$ cat src/assert_macros.svh
// ----------------------------------------------------------------------------
// assert_macros.svh
// Concurrent assertion helpers included by the RTL file that checks itself.
// ----------------------------------------------------------------------------
`ifndef ASSERT_MACROS_SVH
`define ASSERT_MACROS_SVH

// Check that cons holds in the same cycle as ante.
`define ASSERT_SAME(label, clk, rst, ante, cons, msg) \
  label: assert property (@(posedge clk) disable iff (rst) (ante) |-> (cons)) \
    else $error(msg);

// Check that cons holds in the cycle after ante.
`define ASSERT_NEXT(label, clk, rst, ante, cons, msg) \
  label: assert property (@(posedge clk) disable iff (rst) (ante) |=> (cons)) \
    else $error(msg);

`endif

$ cat src/lbc_pkg.sv
// ----------------------------------------------------------------------------
// lbc_pkg
// Shared types, codes and constants of the LRU block buffer cache.
// ----------------------------------------------------------------------------
package lbc_pkg;

  // Default geometry
  localparam int SLOT_COUNT_DEF = 16;

  // Field widths
  localparam int OP_W   = 3;
  localparam int BLK_W  = 16;
  localparam int SIDX_W = 4;
  localparam int CMD_W  = 2;

  // Operation codes
  localparam logic [OP_W-1:0] OP_GET   = 3'd0;
  localparam logic [OP_W-1:0] OP_READ  = 3'd1;
  localparam logic [OP_W-1:0] OP_WRITE = 3'd2;
  localparam logic [OP_W-1:0] OP_FLUSH = 3'd3;
  localparam logic [OP_W-1:0] OP_RESET = 3'd4;

  // Disk command codes
  localparam logic [CMD_W-1:0] CMD_NONE  = 2'd0;
  localparam logic [CMD_W-1:0] CMD_READ  = 2'd1;
  localparam logic [CMD_W-1:0] CMD_WRITE = 2'd2;

  typedef struct packed {
    logic [OP_W-1:0]   opcode;
    logic [BLK_W-1:0]  block_number;
    logic [SIDX_W-1:0] slot_index;
  } lbc_cmd_t;

  typedef struct packed {
    logic [CMD_W-1:0]  disk_command;
    logic [BLK_W-1:0]  disk_block;
    logic [SIDX_W-1:0] command_slot;
    logic              was_hit;
    logic              last;
  } lbc_res_t;

  // Scan counter actions
  typedef enum logic [1:0] {
    SC_HOLD,
    SC_CLR,
    SC_STEP,
    SC_NEXT
  } scan_op_t;

  // Tag memory read address source
  typedef enum logic [1:0] {
    TA_IDX,
    TA_ORD,
    TA_SIDX
  } taddr_sel_t;

  // Selected slot register source
  typedef enum logic [1:0] {
    SEL_HOLD,
    SEL_RD,
    SEL_ORD,
    SEL_FREE
  } sel_src_t;

  // Recency order memory write
  typedef enum logic [1:0] {
    OW_NONE,
    OW_SHIFT,
    OW_APPEND,
    OW_ALLOC
  } ord_wr_t;

  // Result to produce
  typedef enum logic [2:0] {
    EM_NONE,
    EM_EMPTY,
    EM_EVICT,
    EM_FINAL,
    EM_WRITE,
    EM_FLUSH
  } emit_t;

  // Controller to datapath commands
  typedef struct packed {
    logic       latch;
    scan_op_t   scan;
    taddr_sel_t taddr;
    logic       track_free;
    sel_src_t   sel_src;
    logic       install;
    logic       inst_free;
    ord_wr_t    ord_wr;
    logic       used_inc;
    logic       clear_all;
    emit_t      emit;
  } lbc_ctl_t;

  // Datapath to controller status
  typedef struct packed {
    logic rd_ok;
    logic match;
    logic scan_top;
    logic ord_match;
    logic used_top;
    logic full;
    logic pend_any;
    logic flush_last;
  } lbc_sts_t;

endpackage

$ cat src/lbc_dpath.sv
// ----------------------------------------------------------------------------
// lbc_dpath
// Slot tag and recency order memories, slot marks, scan counter and result
// registers, driven one step per cycle by the controller.
// ----------------------------------------------------------------------------
module lbc_dpath #(
  parameter int SLOT_COUNT = lbc_pkg::SLOT_COUNT_DEF
) (
  input  logic             clk,
  input  logic             rst,
  input  lbc_pkg::lbc_cmd_t command,
  input  lbc_pkg::lbc_ctl_t ctl,
  output lbc_pkg::lbc_sts_t sts,
  output logic             result_valid,
  output lbc_pkg::lbc_res_t result
);

  localparam int SW    = $clog2(SLOT_COUNT);
  localparam int CW    = $clog2(SLOT_COUNT + 1);
  localparam int SIDXW = lbc_pkg::SIDX_W;
  localparam int BLKW  = lbc_pkg::BLK_W;

  // Latched request
  lbc_pkg::lbc_cmd_t req;

  // Memories
  logic [BLKW-1:0] tag_mem [SLOT_COUNT];
  logic [SW-1:0]   ord_mem [SLOT_COUNT];
  logic [BLKW-1:0] tag_rd;
  logic [SW-1:0]   ord_rd;

  // Slot marks and fill count
  logic [SLOT_COUNT-1:0] valid;
  logic [SLOT_COUNT-1:0] dirty;
  logic [SLOT_COUNT-1:0] fresh;
  logic [CW-1:0]         used;

  // Scan state
  logic [CW-1:0] idx;
  logic [SW-1:0] rd_idx;
  logic          rd_ok;

  // Selection state
  logic [SW-1:0] sel;
  logic          hit;
  logic          free_found;
  logic [SW-1:0] free_slot;

  logic                  idx_ok;
  logic [SW-1:0]         taddr;
  logic                  taddr_ok;
  logic [SW-1:0]         inst;
  logic [SW-1:0]         sidx_slot;
  logic                  sidx_ok;
  logic                  wr_hit;
  logic                  fl_hit;
  logic [SLOT_COUNT-1:0] pend;
  logic [SLOT_COUNT-1:0] rd_mask;
  logic                  read_fresh;
  logic                  res_fire;
  lbc_pkg::lbc_res_t     res_next;

  assign idx_ok     = idx < CW'(SLOT_COUNT);
  assign sidx_ok    = int'(req.slot_index) < SLOT_COUNT;
  assign sidx_slot  = SW'(req.slot_index);
  assign inst       = ctl.inst_free ? free_slot : sel;
  assign pend       = valid & dirty;
  assign rd_mask    = SLOT_COUNT'(1) << rd_idx;
  assign wr_hit     = sidx_ok && valid[sidx_slot] && dirty[sidx_slot];
  assign fl_hit     = rd_ok && pend[rd_idx];
  assign read_fresh = (req.opcode == lbc_pkg::OP_READ) && fresh[sel];

  // Pick the tag read address
  always_comb begin
    case (ctl.taddr)
      lbc_pkg::TA_ORD: begin
        taddr    = ord_rd;
        taddr_ok = 1'b1;
      end
      lbc_pkg::TA_SIDX: begin
        taddr    = sidx_slot;
        taddr_ok = sidx_ok;
      end
      default: begin
        taddr    = idx[SW-1:0];
        taddr_ok = idx_ok;
      end
    endcase
  end

  // Report status to the controller
  always_comb begin
    sts.rd_ok      = rd_ok;
    sts.match      = rd_ok && valid[rd_idx] && (tag_rd == req.block_number);
    sts.scan_top   = rd_ok && (rd_idx == SW'(SLOT_COUNT - 1));
    sts.ord_match  = rd_ok && (ord_rd == sel);
    sts.used_top   = rd_ok && ((CW'(rd_idx) + CW'(1)) == used);
    sts.full       = used == CW'(SLOT_COUNT);
    sts.pend_any   = |pend;
    sts.flush_last = fl_hit && ((pend & ~rd_mask) == '0);
  end

  // Latch request, scan counter and selection registers
  always_ff @(posedge clk) begin
    if (rst) begin
      rd_ok <= 1'b0;
    end else begin
      case (ctl.scan)
        lbc_pkg::SC_CLR: begin
          idx   <= '0;
          rd_ok <= 1'b0;
        end
        lbc_pkg::SC_STEP: begin
          if (idx_ok) begin
            idx    <= idx + CW'(1);
            rd_idx <= idx[SW-1:0];
            rd_ok  <= 1'b1;
          end else begin
            rd_ok <= 1'b0;
          end
        end
        lbc_pkg::SC_NEXT: begin
          idx   <= CW'(rd_idx) + CW'(1);
          rd_ok <= 1'b0;
        end
        default: ;
      endcase
    end
  end

  always_ff @(posedge clk) begin
    if (ctl.latch) begin
      req        <= command;
      hit        <= 1'b0;
      free_found <= 1'b0;
    end else begin
      // track the lowest free slot while the tags go by
      if (ctl.track_free && rd_ok && !valid[rd_idx] && !free_found) begin
        free_found <= 1'b1;
        free_slot  <= rd_idx;
      end
      case (ctl.sel_src)
        lbc_pkg::SEL_RD: begin
          sel <= rd_idx;
          hit <= 1'b1;
        end
        lbc_pkg::SEL_ORD:  sel <= ord_rd;
        lbc_pkg::SEL_FREE: sel <= free_slot;
        default: ;
      endcase
    end
  end

  // Tag memory
  always_ff @(posedge clk) begin
    if (ctl.install) begin
      tag_mem[inst] <= req.block_number;
    end
    if (taddr_ok) begin
      tag_rd <= tag_mem[taddr];
    end
  end

  // Recency order memory
  always_ff @(posedge clk) begin
    case (ctl.ord_wr)
      lbc_pkg::OW_SHIFT: begin
        if (rd_ok) begin
          ord_mem[rd_idx - SW'(1)] <= ord_rd;
        end
      end
      lbc_pkg::OW_APPEND: ord_mem[SW'(used - CW'(1))] <= sel;
      lbc_pkg::OW_ALLOC:  ord_mem[SW'(used)] <= free_slot;
      default: ;
    endcase
    if (idx_ok) begin
      ord_rd <= ord_mem[idx[SW-1:0]];
    end
  end

  // Slot marks and fill count
  always_ff @(posedge clk) begin
    if (rst || ctl.clear_all) begin
      valid <= '0;
      dirty <= '0;
      fresh <= '0;
      used  <= '0;
    end else begin
      if (ctl.install) begin
        valid[inst] <= 1'b1;
        dirty[inst] <= 1'b1;
        fresh[inst] <= 1'b1;
      end
      if (ctl.used_inc) begin
        used <= used + CW'(1);
      end
      case (ctl.emit)
        lbc_pkg::EM_FINAL: begin
          if (read_fresh) begin
            fresh[sel] <= 1'b0;
            dirty[sel] <= 1'b0;
          end
        end
        lbc_pkg::EM_WRITE: begin
          if (wr_hit) begin
            dirty[sidx_slot] <= 1'b0;
          end
        end
        lbc_pkg::EM_FLUSH: begin
          if (fl_hit) begin
            dirty[rd_idx] <= 1'b0;
          end
        end
        default: ;
      endcase
    end
  end

  // Form the next result
  always_comb begin
    res_fire = 1'b0;
    res_next = '0;
    case (ctl.emit)
      lbc_pkg::EM_EMPTY: begin
        res_fire      = 1'b1;
        res_next.last = 1'b1;
      end
      lbc_pkg::EM_EVICT: begin
        res_fire              = pend[sel];
        res_next.disk_command = lbc_pkg::CMD_WRITE;
        res_next.disk_block   = tag_rd;
        res_next.command_slot = SIDXW'(sel);
      end
      lbc_pkg::EM_FINAL: begin
        res_fire              = 1'b1;
        res_next.disk_command = read_fresh ? lbc_pkg::CMD_READ : lbc_pkg::CMD_NONE;
        res_next.disk_block   = req.block_number;
        res_next.command_slot = SIDXW'(sel);
        res_next.was_hit      = hit;
        res_next.last         = 1'b1;
      end
      lbc_pkg::EM_WRITE: begin
        res_fire              = 1'b1;
        res_next.command_slot = req.slot_index;
        res_next.last         = 1'b1;
        if (wr_hit) begin
          res_next.disk_command = lbc_pkg::CMD_WRITE;
          res_next.disk_block   = tag_rd;
        end
      end
      lbc_pkg::EM_FLUSH: begin
        res_fire              = fl_hit;
        res_next.disk_command = lbc_pkg::CMD_WRITE;
        res_next.disk_block   = tag_rd;
        res_next.command_slot = SIDXW'(rd_idx);
        res_next.last         = sts.flush_last;
      end
      default: ;
    endcase
  end

  // Result registers
  always_ff @(posedge clk) begin
    if (rst) begin
      result_valid <= 1'b0;
    end else begin
      result_valid <= res_fire;
    end
  end

  always_ff @(posedge clk) begin
    if (res_fire) begin
      result <= res_next;
    end
  end

endmodule

$ cat src/lbc_ctrl.sv
// ----------------------------------------------------------------------------
// lbc_ctrl
// Operation sequencer: walks the tag search, recency reordering, eviction and
// flush steps, and issues one datapath command set per cycle.
// ----------------------------------------------------------------------------
module lbc_ctrl (
  input  logic                     clk,
  input  logic                     rst,
  input  logic                     start,
  input  logic [lbc_pkg::OP_W-1:0] opcode,
  input  lbc_pkg::lbc_sts_t        sts,
  output lbc_pkg::lbc_ctl_t        ctl,
  output logic                     busy
);

  typedef enum logic [3:0] {
    S_IDLE,
    S_SEARCH,
    S_POS,
    S_SHIFT,
    S_APPEND,
    S_EVICT_RD,
    S_EVICT_TAG,
    S_EVICT_WB,
    S_ALLOC,
    S_FINAL,
    S_WRITE_RD,
    S_WRITE,
    S_FLUSH
  } state_t;

  state_t state;
  state_t state_next;

  // Decode state and status into commands
  always_comb begin
    state_next = state;
    ctl        = '0;
    case (state)
      S_IDLE: begin
        if (start && !busy) begin
          ctl.latch = 1'b1;
          case (opcode)
            lbc_pkg::OP_GET, lbc_pkg::OP_READ: begin
              ctl.scan   = lbc_pkg::SC_CLR;
              state_next = S_SEARCH;
            end
            lbc_pkg::OP_WRITE: begin
              state_next = S_WRITE_RD;
            end
            lbc_pkg::OP_FLUSH: begin
              if (sts.pend_any) begin
                ctl.scan   = lbc_pkg::SC_CLR;
                state_next = S_FLUSH;
              end else begin
                ctl.emit = lbc_pkg::EM_EMPTY;
              end
            end
            lbc_pkg::OP_RESET: begin
              ctl.clear_all = 1'b1;
              ctl.emit      = lbc_pkg::EM_EMPTY;
            end
            default: begin
              ctl.emit = lbc_pkg::EM_EMPTY;
            end
          endcase
        end
      end
      // compare one tag per cycle, note the lowest free slot
      S_SEARCH: begin
        ctl.scan       = lbc_pkg::SC_STEP;
        ctl.taddr      = lbc_pkg::TA_IDX;
        ctl.track_free = 1'b1;
        if (sts.match) begin
          ctl.sel_src = lbc_pkg::SEL_RD;
          ctl.scan    = lbc_pkg::SC_CLR;
          state_next  = S_POS;
        end else if (sts.scan_top) begin
          if (sts.full) begin
            ctl.scan   = lbc_pkg::SC_CLR;
            state_next = S_EVICT_RD;
          end else begin
            state_next = S_ALLOC;
          end
        end
      end
      // find the hit slot in the recency order
      S_POS: begin
        ctl.scan = lbc_pkg::SC_STEP;
        if (sts.ord_match) begin
          if (sts.used_top) begin
            state_next = S_APPEND;
          end else begin
            ctl.scan   = lbc_pkg::SC_NEXT;
            state_next = S_SHIFT;
          end
        end
      end
      // close the gap one entry per cycle
      S_SHIFT: begin
        ctl.scan = lbc_pkg::SC_STEP;
        if (sts.rd_ok) begin
          ctl.ord_wr = lbc_pkg::OW_SHIFT;
        end
        if (sts.used_top) begin
          state_next = S_APPEND;
        end
      end
      S_APPEND: begin
        ctl.ord_wr = lbc_pkg::OW_APPEND;
        state_next = S_FINAL;
      end
      S_EVICT_RD: begin
        ctl.scan   = lbc_pkg::SC_STEP;
        state_next = S_EVICT_TAG;
      end
      S_EVICT_TAG: begin
        ctl.sel_src = lbc_pkg::SEL_ORD;
        ctl.taddr   = lbc_pkg::TA_ORD;
        state_next  = S_EVICT_WB;
      end
      // write back the victim if dirty, retag it, then reorder
      S_EVICT_WB: begin
        ctl.emit    = lbc_pkg::EM_EVICT;
        ctl.install = 1'b1;
        ctl.scan    = lbc_pkg::SC_NEXT;
        state_next  = S_SHIFT;
      end
      S_ALLOC: begin
        ctl.install   = 1'b1;
        ctl.inst_free = 1'b1;
        ctl.ord_wr    = lbc_pkg::OW_ALLOC;
        ctl.used_inc  = 1'b1;
        ctl.sel_src   = lbc_pkg::SEL_FREE;
        state_next    = S_FINAL;
      end
      S_FINAL: begin
        ctl.emit   = lbc_pkg::EM_FINAL;
        state_next = S_IDLE;
      end
      S_WRITE_RD: begin
        ctl.taddr  = lbc_pkg::TA_SIDX;
        state_next = S_WRITE;
      end
      S_WRITE: begin
        ctl.emit   = lbc_pkg::EM_WRITE;
        state_next = S_IDLE;
      end
      // write back dirty slots in slot order
      S_FLUSH: begin
        ctl.scan  = lbc_pkg::SC_STEP;
        ctl.taddr = lbc_pkg::TA_IDX;
        ctl.emit  = lbc_pkg::EM_FLUSH;
        if (sts.flush_last) begin
          state_next = S_IDLE;
        end
      end
      default: begin
        state_next = S_IDLE;
      end
    endcase
  end

  // Hold state and the busy flag
  always_ff @(posedge clk) begin
    if (rst) begin
      state <= S_IDLE;
      busy  <= 1'b0;
    end else begin
      state <= state_next;
      busy  <= state_next != S_IDLE;
    end
  end

endmodule

$ cat src/lru_block_buffer_cache_unit.sv
// ----------------------------------------------------------------------------
// lru_block_buffer_cache_unit
// LRU write-back buffer cache controller: slot lookup, allocation, eviction,
// clean and flush, answered as a stream of disk commands.
// ----------------------------------------------------------------------------
// Raise start with a command while busy is low; the command is taken on that
// clock edge. Every result shows on result for exactly one cycle with
// result_valid high and cannot be held off; result.last marks the final one
// of a command. Reset and unused opcodes, and a flush with nothing dirty,
// answer in the next cycle and leave busy low. Write reads the slot's tag
// and then answers with one result. Get and read walk the tags one slot per
// cycle; a hit then walks the recency order one entry per cycle to move the
// slot to the most recent end, and a miss with no free slot reads the victim
// and shifts the whole order. Flush walks the slots one per cycle and ends
// with the last dirty one. Busy drops in the cycle the final result appears,
// so the next command may be taken right then.
// ----------------------------------------------------------------------------
`include "assert_macros.svh"

module lru_block_buffer_cache_unit #(
  parameter int SLOT_COUNT = lbc_pkg::SLOT_COUNT_DEF
) (
  input  logic              clk,
  input  logic              rst,
  input  logic              start,
  input  lbc_pkg::lbc_cmd_t command,
  output logic              busy,
  output logic              result_valid,
  output lbc_pkg::lbc_res_t result
);

  lbc_pkg::lbc_ctl_t ctl;
  lbc_pkg::lbc_sts_t sts;

  // Sequencer
  lbc_ctrl u_ctrl (
    .clk    (clk),
    .rst    (rst),
    .start  (start),
    .opcode (command.opcode),
    .sts    (sts),
    .ctl    (ctl),
    .busy   (busy)
  );

  // Storage and result path
  lbc_dpath #(
    .SLOT_COUNT (SLOT_COUNT)
  ) u_dpath (
    .clk          (clk),
    .rst          (rst),
    .command      (command),
    .ctl          (ctl),
    .sts          (sts),
    .result_valid (result_valid),
    .result       (result)
  );

  // Check sequencing against the result stream
  `ASSERT_SAME(a_mid_result_busy, clk, rst, result_valid && !result.last, busy, "non-final result while idle")
  `ASSERT_NEXT(a_accept_progress, clk, rst, start && !busy, busy || result_valid, "accepted command left no trace")
  `ASSERT_SAME(a_disk_read_last, clk, rst, result_valid && (result.disk_command == lbc_pkg::CMD_READ), result.last, "disk read not final")
  `ASSERT_SAME(a_hit_no_write, clk, rst, result_valid && result.was_hit, result.disk_command != lbc_pkg::CMD_WRITE, "hit with disk write")

endmodule
$ cat config.mk
export PLATFORM = sky130hd
export DESIGN_NAME = lru_block_buffer_cache_unit
export DESIGN_NICKNAME = d
export VERILOG_FILES = /design/src/lbc_pkg.sv /design/src/lbc_dpath.sv /design/src/lbc_ctrl.sv /design/src/lru_block_buffer_cache_unit.sv
export VERILOG_INCLUDE_DIRS = /design/src /design/src/src
export SDC_FILE = /design/constraint.sdc
export NUM_CORES = 1
export LEC_CHECK = 0
export BUFFER_PORTS_ARGS = -buffer_cell sky130_fd_sc_hd__buf_2
export CORE_UTILIZATION = 65
export DETAILED_ROUTE_END_ITERATION = 8
export PLACE_DENSITY_LB_ADDON = 0.1
export SETUP_SLACK_MARGIN = 0.3
export SYNTH_ARGS = -nofsm -noshare
export SYNTH_HDL_FRONTEND = slang
export SYNTH_SLANG_ARGS = --single-unit
$ cat constraint.sdc
create_clock -name clk -period 5.7 [get_ports clk]
set_input_delay 1.14 -clock clk [delete_from_list [all_inputs] [get_ports clk]]
set_output_delay 1.14 -clock clk [all_outputs]
set_load 0.05 [all_outputs]
==> results_dict.tcl, run 1 <==
set metrics [dict create \
    avgViaCountPerCell 6.839 \
    num_rows 64 \
    hp-class "reg -> reg" \
    period_share_pct 73.58 \
    syn_area_um2 20280 \
    drive_gt1_share_pct 19.55 \
    worstPathRequired_ns 5.96 \
    final_common_cell "edfxtp_1" \
    p_leak_nw 7.559 \
    rrSetupSlack_ns 1.51 \
    grt_pass1_wl_um 73630 \
    p_switching_mw 2.259 \
    hold_slack_ns 0.4591 \
    synthCells 1367 \
    reg2reg_from "u_ctrl.state[3]" \
    cts_tree "done" \
    relSlewSlack_pct 13.32 \
    fin_setup_tns_ns 0 \
    placed_area_um2 21060 \
    synth-simple-area-share_pct 8.001 \
    powerDensity_nw_per_um2 369.0 \
    min_period_ns 4.194 \
    cts-root-buf "clkbuf_16" \
    place_congestion 0.9618 \
    overflow 0 \
    synth.mux.area_fraction_pct 11.77 \
    grt_pass1_vias 12400 \
    antenna_found_initial 0 \
    cts_hold_buf 0 \
    vdd_drop_max_uv 308.7 \
    clock_path_buffers 3 \
    die_y_um 178.7 \
    grt_max_degree 65 \
    synth_top_family_by_area "multiplexers" \
    clkPwrFrac_pct 34.3 \
    ios 52 \
    yosysUniqueCellTypes 69 \
    wl_um 49210 \
    ys.flop_type "edfxtp_1" \
    start_kind "flop" \
    p_int_mw 6.033 \
    switching_share_pct 27.24 \
    post-route-drc-count 0 \
    cts-resized-gates 0 \
    finClkSkew_ns 0.01601 \
    crit_type "reg -> reg" \
    setup_viol 0 \
    synth_xor_area_share_pct 1.579 \
    gr-usage-all-layers_pct 31.50 \
    status "complete, no violations" \
    dr.pass1.iters 6 \
    vias 12650 \
    die_area_um2 31920 \
    final_cell_mix "404 x edfxtp_1, 99 x nor2_1, 89 x mux4_2, 75 x a21oi_1, 62 x dfxtp_1" \
    core_area_um2 30670 \
    min_from "u_dpath.free_found" \
    insertion_delay_ns 0.56 \
    clock_sinks 466 \
    finalHoldViolCount 0 \
    async_flop_share_pct 0 \
    crit_arrival_ns 4.46 \
    ys_ff_latch 466 \
    worstSetupStartpoint "u_ctrl.state[3]" \
    rsz0062_at_grt "no" \
    synth_compound_area_share_pct 9.734 \
    syn_to_final_growth_pct 10.79 \
    path_max_fanout 36 \
    antenna_left 0 \
    ys_seq_area_share_pct 65.93 \
    nNetsFinal 1454 \
    cts_made_buffers 46 \
    maxSlewViolCount 0 \
    yosysWarningCount 0 \
    avgSynthCellArea_um2 14.84 \
    drt_iter0_markers 1542 \
    cts.htree.levels 2 \
    dpl.hpwl_um 30530 \
    diodes 0 \
    comb_power_share_pct 13.9 \
    io_buffers 51 \
    seqPwrFrac_pct 51.8 \
    design_area_um2 22470 \
    max_cap_violations 0 \
    reg2reg_depth 11 \
    nFillCells 1892 \
    clkTransAtPathRegs_ns 0.06 \
    fmax_ghz 0.2384 \
    synth_edf_count 404 \
    start_util_pct 66.13 \
    wire_per_inst_um 26.61 \
    synthAdderAreaFrac_pct 0.6786 \
    syn-num-nets 1404 \
    min_path_cells 1 \
    postCtsSetupBuffers 0 \
    worst_pin_slew_ns 1.300 \
    worst_setup_path_end_kind "flop" \
    die_x_um 178.7 \
]
==> worst max-delay path, cell delays in order (launching register included) <==
cell      delay, ns
dfxtp_1        0.58
inv_1          0.19
nand2_1        0.32
nor2_1         0.20
ha_1           0.64
nor2_1         0.15
a21oi_4        0.45
buf_12         0.35
mux4_2         0.55
nor2b_1        0.14
a211oi_1       0.23
a21oi_1        0.06
==> registers in the layout, indices dropped and copies added (netlist names), 5 cells and up <==
| signal | count |
|---|---|
| u_dpath.tag_mem | 256 |
| u_dpath.ord_mem | 64 |
| u_dpath.result | 24 |
| u_dpath.req | 19 |
| u_dpath.dirty | 16 |
| u_dpath.fresh | 16 |
| u_dpath.tag_rd | 16 |
| u_dpath.valid | 16 |
| u_dpath.idx | 5 |
| u_dpath.used | 5 |
==> metrics by stage <==
stage	utilization (%)	std cells	total power, mW	worst slack, ns
floorplan	-	1367	5.088	2.373
global placement	68.65	1765	5.477	1.598
detailed placement	68.65	1765	5.502	1.506
CTS	73.27	1849	8.316	1.493
global route	73.27	1849	8.549	1.164
finish	73.27	1849	8.291	1.506
==> routing by layer <==
| layer | share of wire [%] | global-route usage, % |
|---|---|---|
| met1 | 40 | 43.75 |
| met2 | 48 | 51.31 |
| met3 | 8.5 | 5.216 |
| met4 | 2.7 | 9.993 |
| met5 | 0 | 0 |
==> power by group through the flow <==
stage / clock, mW / combinational [mW] / sequential [mW]
2_1_floorplan: 0 / 0.734 / 4.35
3_3_place_gp: 0 / 1.13 / 4.35
3_5_place_dp: 0 / 1.14 / 4.36
4_1_cts: 2.88 / 1.15 / 4.29
5_1_grt: 3.00 / 1.23 / 4.32
6_report: 2.85 / 1.15 / 4.30
==> area by class of cell <==
type / instances / area, µm² / share of cell area (%)
multi-input cells: 793 / 6541 / 29.11
clock inverters: 25 / 142.6 / 0.6347
well taps: 396 / 495.5 / 2.205
clock buffers: 59 / 1274 / 5.668
flip-flops and latches: 466 / 13370 / 59.51
inverters: 24 / 90.09 / 0.4009
repair buffers: 86 / 555.5 / 2.472
==> path summary, 6_finish.rpt <==
check,endpoint
max,u_dpath.tag_rd[12]
min,u_dpath.free_found
max reg2reg,u_dpath.tag_rd[12]
min reg2reg,u_dpath.free_found
==> cell usage after synthesis (4+ instances only) <==
| cell | n | area, µm² |
|---|---|---|
| edfxtp_1 | 404 | 12130 |
| nor2_1 | 116 | 435.4 |
| mux4_2 | 89 | 2004 |
| a21oi_1 | 78 | 390.4 |
| dfxtp_1 | 62 | 1241 |
| nand2_1 | 58 | 217.7 |
| clkbuf_1 | 51 | 191.4 |
| o21ai_0 | 50 | 250.2 |
| a31oi_1 | 35 | 219.0 |
| mux2i_1 | 30 | 300.3 |
| nor2b_1 | 28 | 175.2 |
| inv_1 | 24 | 90.09 |
| xor2_1 | 23 | 201.4 |
| nand3_1 | 22 | 110.1 |
| buf_2 | 20 | 100.1 |
| a22o_1 | 19 | 166.4 |
| a211oi_1 | 17 | 127.6 |
| nor3_1 | 17 | 85.08 |
| a22oi_1 | 14 | 105.1 |
| nor4_1 | 13 | 81.33 |
| nand4_1 | 12 | 75.07 |
| o22ai_1 | 12 | 75.07 |
| ha_1 | 11 | 137.6 |
| xnor2_1 | 11 | 96.34 |
| nand2b_1 | 9 | 56.30 |
| nand3b_1 | 8 | 60.06 |
| nor3b_1 | 8 | 60.06 |
| o211a_1 | 8 | 80.08 |
| or4_1 | 8 | 60.06 |
| buf_1 | 6 | 22.52 |
| o21a_1 | 6 | 45.04 |
| o31ai_1 | 6 | 45.04 |
| a221oi_1 | 5 | 43.79 |
| and2_1 | 5 | 31.28 |
| and3_1 | 5 | 31.28 |
| mux2_2 | 5 | 56.30 |
| a211o_1 | 4 | 35.03 |
| a21o_1 | 4 | 30.03 |
| a222oi_1 | 4 | 40.04 |
| a31o_2 | 4 | 35.03 |
| buf_4 | 4 | 30.03 |
| o221a_2 | 4 | 45.04 |
| o22a_1 | 4 | 35.03 |
| o311ai_0 | 4 | 35.03 |
==> kinds of logic (layout without fill, tap and decap cells) <==
logic type	after synthesis	after routing
AO/OA/AOI/OAI	297	297
adder cells (fa/ha/maj)	11	11
XOR/XNOR	35	35
multiplexers	125	125
buffers and inverters	108	194
AND/OR/NAND/NOR	325	325
flip-flops	466	466
(Power assumes the default switching activity.)
==> run 2, diff against run 1 <==
--- a/config.mk
+++ b/config.mk
@@ -7,7 +7,7 @@
 export NUM_CORES = 1
 export LEC_CHECK = 0
 export BUFFER_PORTS_ARGS = -buffer_cell sky130_fd_sc_hd__buf_2
-export CORE_UTILIZATION = 65
+export CORE_UTILIZATION = 62
 export DETAILED_ROUTE_END_ITERATION = 8
 export PLACE_DENSITY_LB_ADDON = 0.1
 export SETUP_SLACK_MARGIN = 0.3
==> constraint.sdc (replaced) <==
create_clock -name clk -period 4 [get_ports clk]
set_input_delay 0.8 -clock clk [delete_from_list [all_inputs] [get_ports clk]]
set_output_delay 0.8 -clock clk [all_outputs]
set_load 0.05 [all_outputs]
==> run 2 against run 1 <==
Cell area is 2.5% higher. Sequential share of layout area decreased by 1.5 points. Critical path type unchanged. Largest cell class unchanged. First-iteration DRC count rose by 22%. Fmax increased by 20%. Worst hold slack got worse by 0.042 ns. Via count increased by 3.7%. Cell count increased by 5.1%. Total power up 47%. Clock skew rose by 0.0091 ns. Sequential power up 40%. Utilization fell by 1.0 points.
==> results_dict.tcl, run 2 (same netlist as run 1, synthesis figures left out) <==
set metrics [dict create \
    grt_pass1_vias 12870 \
    post-route-drc-count 0 \
    crit_type "reg -> reg" \
    dpl.hpwl_um 32950 \
    wl_um 52900 \
    cts-root-buf "clkbuf_16" \
    fmax_ghz 0.2865 \
    maxSlewViolCount 0 \
    num_rows 65 \
    avgViaCountPerCell 6.743 \
    nNetsFinal 1507 \
    start_kind "flop" \
    cts.htree.levels 2 \
    critPathMaxStageDelay_ns 0.51 \
    finClkSkew_ns 0.02511 \
    p_total_mw 12.15 \
    vias 13110 \
    clkTransAtPathRegs_ns 0.06 \
    dr.pass1.iters 8 \
    setup_viol 0 \
    reg2reg_depth 12 \
    largest_register_ffs 256 \
    clock_path_buffers 3 \
    io_buffers 51 \
    slowest_stage "mux4_2" \
    gr-usage-all-layers_pct 32.47 \
    status "complete, no violations" \
    drive_gt1_share_pct 22.41 \
    top_regs "u_dpath.tag_mem x256, u_dpath.ord_mem x64, u_dpath.result x24" \
    die_area_um2 33440 \
    final_util_pct 72.26 \
    antenna_left 0 \
    cts_made_buffers 47 \
    antenna_found_initial 0 \
    grt_max_degree 65 \
    min_path_cells 1 \
    overflow 0 \
    nFillCells 2098 \
    insertion_delay_ns 0.56 \
    final_cell_mix "404 x edfxtp_1, 93 x nor2_1, 89 x mux4_2, 81 x buf_4, 75 x a21oi_1" \
    vdd_drop_max_uv 480.4 \
    relSlewSlack_pct 32.15 \
    wire_per_inst_um 27.21 \
    cp_common_cell "buf_4" \
    ios 52 \
    finalHoldViolCount 0 \
    place_congestion 0.9508 \
    rsz0062_at_grt "no" \
    crit_arrival_ns 3.77 \
    path_max_fanout 12 \
    die_y_um 182.9 \
    max_cap_violations 0 \
    regMostFlops "u_dpath.tag_mem" \
    worst_setup_path_end_kind "flop" \
    p_leak_nw 7.843 \
    clock_sinks 466 \
    drt_iter0_markers 1888 \
    worst_pin_slew_ns 1.004 \
    core_area_um2 31880 \
    worstPathRequired_ns 4.28 \
    die_x_um 182.9 \
    powerDensity_nw_per_um2 527.4 \
    cp.depth 12 \
    fin_setup_tns_ns 0 \
    min_period_ns 3.491 \
    path_buf_inv 3 \
    final_common_cell "edfxtp_1" \
    cpLargestDelayFamily "multiplexers" \
    cts_tree "done" \
    hp-class "in -> reg" \
    period_share_pct 87.27 \
    syn_to_final_growth_pct 13.57 \
    crit_chain "buf_4 > nand2b_1 > or2_2 > ha_1 > a22oi_1 > nor2_1 > a21oi_4 > buf_4 > buf_4 > mux4_2 > mux2i_1 > a21oi_1" \
    grt_pass1_wl_um 79900 \
    cts_hold_buf 0 \
    start_util_pct 63.62 \
]
==> run 2: metal layers <==
layer | part of all wire, % | track usage (%) | up-vias
met2 | 48 | 53.13 | 752
met4 | 3.4 | 11.60 | 0
li1 | - | - | 5638
met1 | 40 | 44.72 | 6572
met5 | 0 | 0 | -
met3 | 8.7 | 5.163 | 147
==> run 2: timing repair <==
item	in CTS	in global routing
setup buffers	0	0
resized for setup	0	8
setup endpoints to repair	0	80
==> run 2: area by class of cell <==
type,instances,area (µm²),area share (%)
sequential,466,13370,58.06
multi-input combinational,793,6544,28.41
clock buffer,68,1308,5.676
timing repair buffer,138,983.4,4.269
tap,435,544.3,2.363
clock inverter,19,190.2,0.8256
inverter,24,90.09,0.3911
antenna,1,2.502,0.01086
==> run 2: final timing paths <==
path	slack, ns	from	to
max	0.51	u_ctrl.state[3]	u_dpath.tag_rd[0]
min	0.42	command[18]	u_dpath.req[18]
max reg2reg	0.51	u_ctrl.state[3]	u_dpath.tag_rd[0]
min reg2reg	0.48	u_dpath.free_found	u_dpath.free_found
==> run 2: metrics by stage <==
stage,instance area [µm²],hold slack [ns],setup slack [ns],cells
2_1_floorplan,20280,0.4244,0.6726,1367
3_3_place_gp,21520,0.4358,0.5074,1856
3_5_place_dp,21520,0.4557,0.4068,1856
4_1_cts,23010,0.4031,0.4021,1943
5_1_grt,23030,0.4017,0.3163,1943
6_report,23040,0.4172,0.5091,1944
==> run 2: report_power, final <==
| group | switching (mW) | internal [mW] |
|---|---|---|
| Combinational | 1.24 | 0.643 |
| Clock | 1.79 | 2.48 |
| Sequential | 0.241 | 5.76 |
| Total | 3.27 | 8.88 |
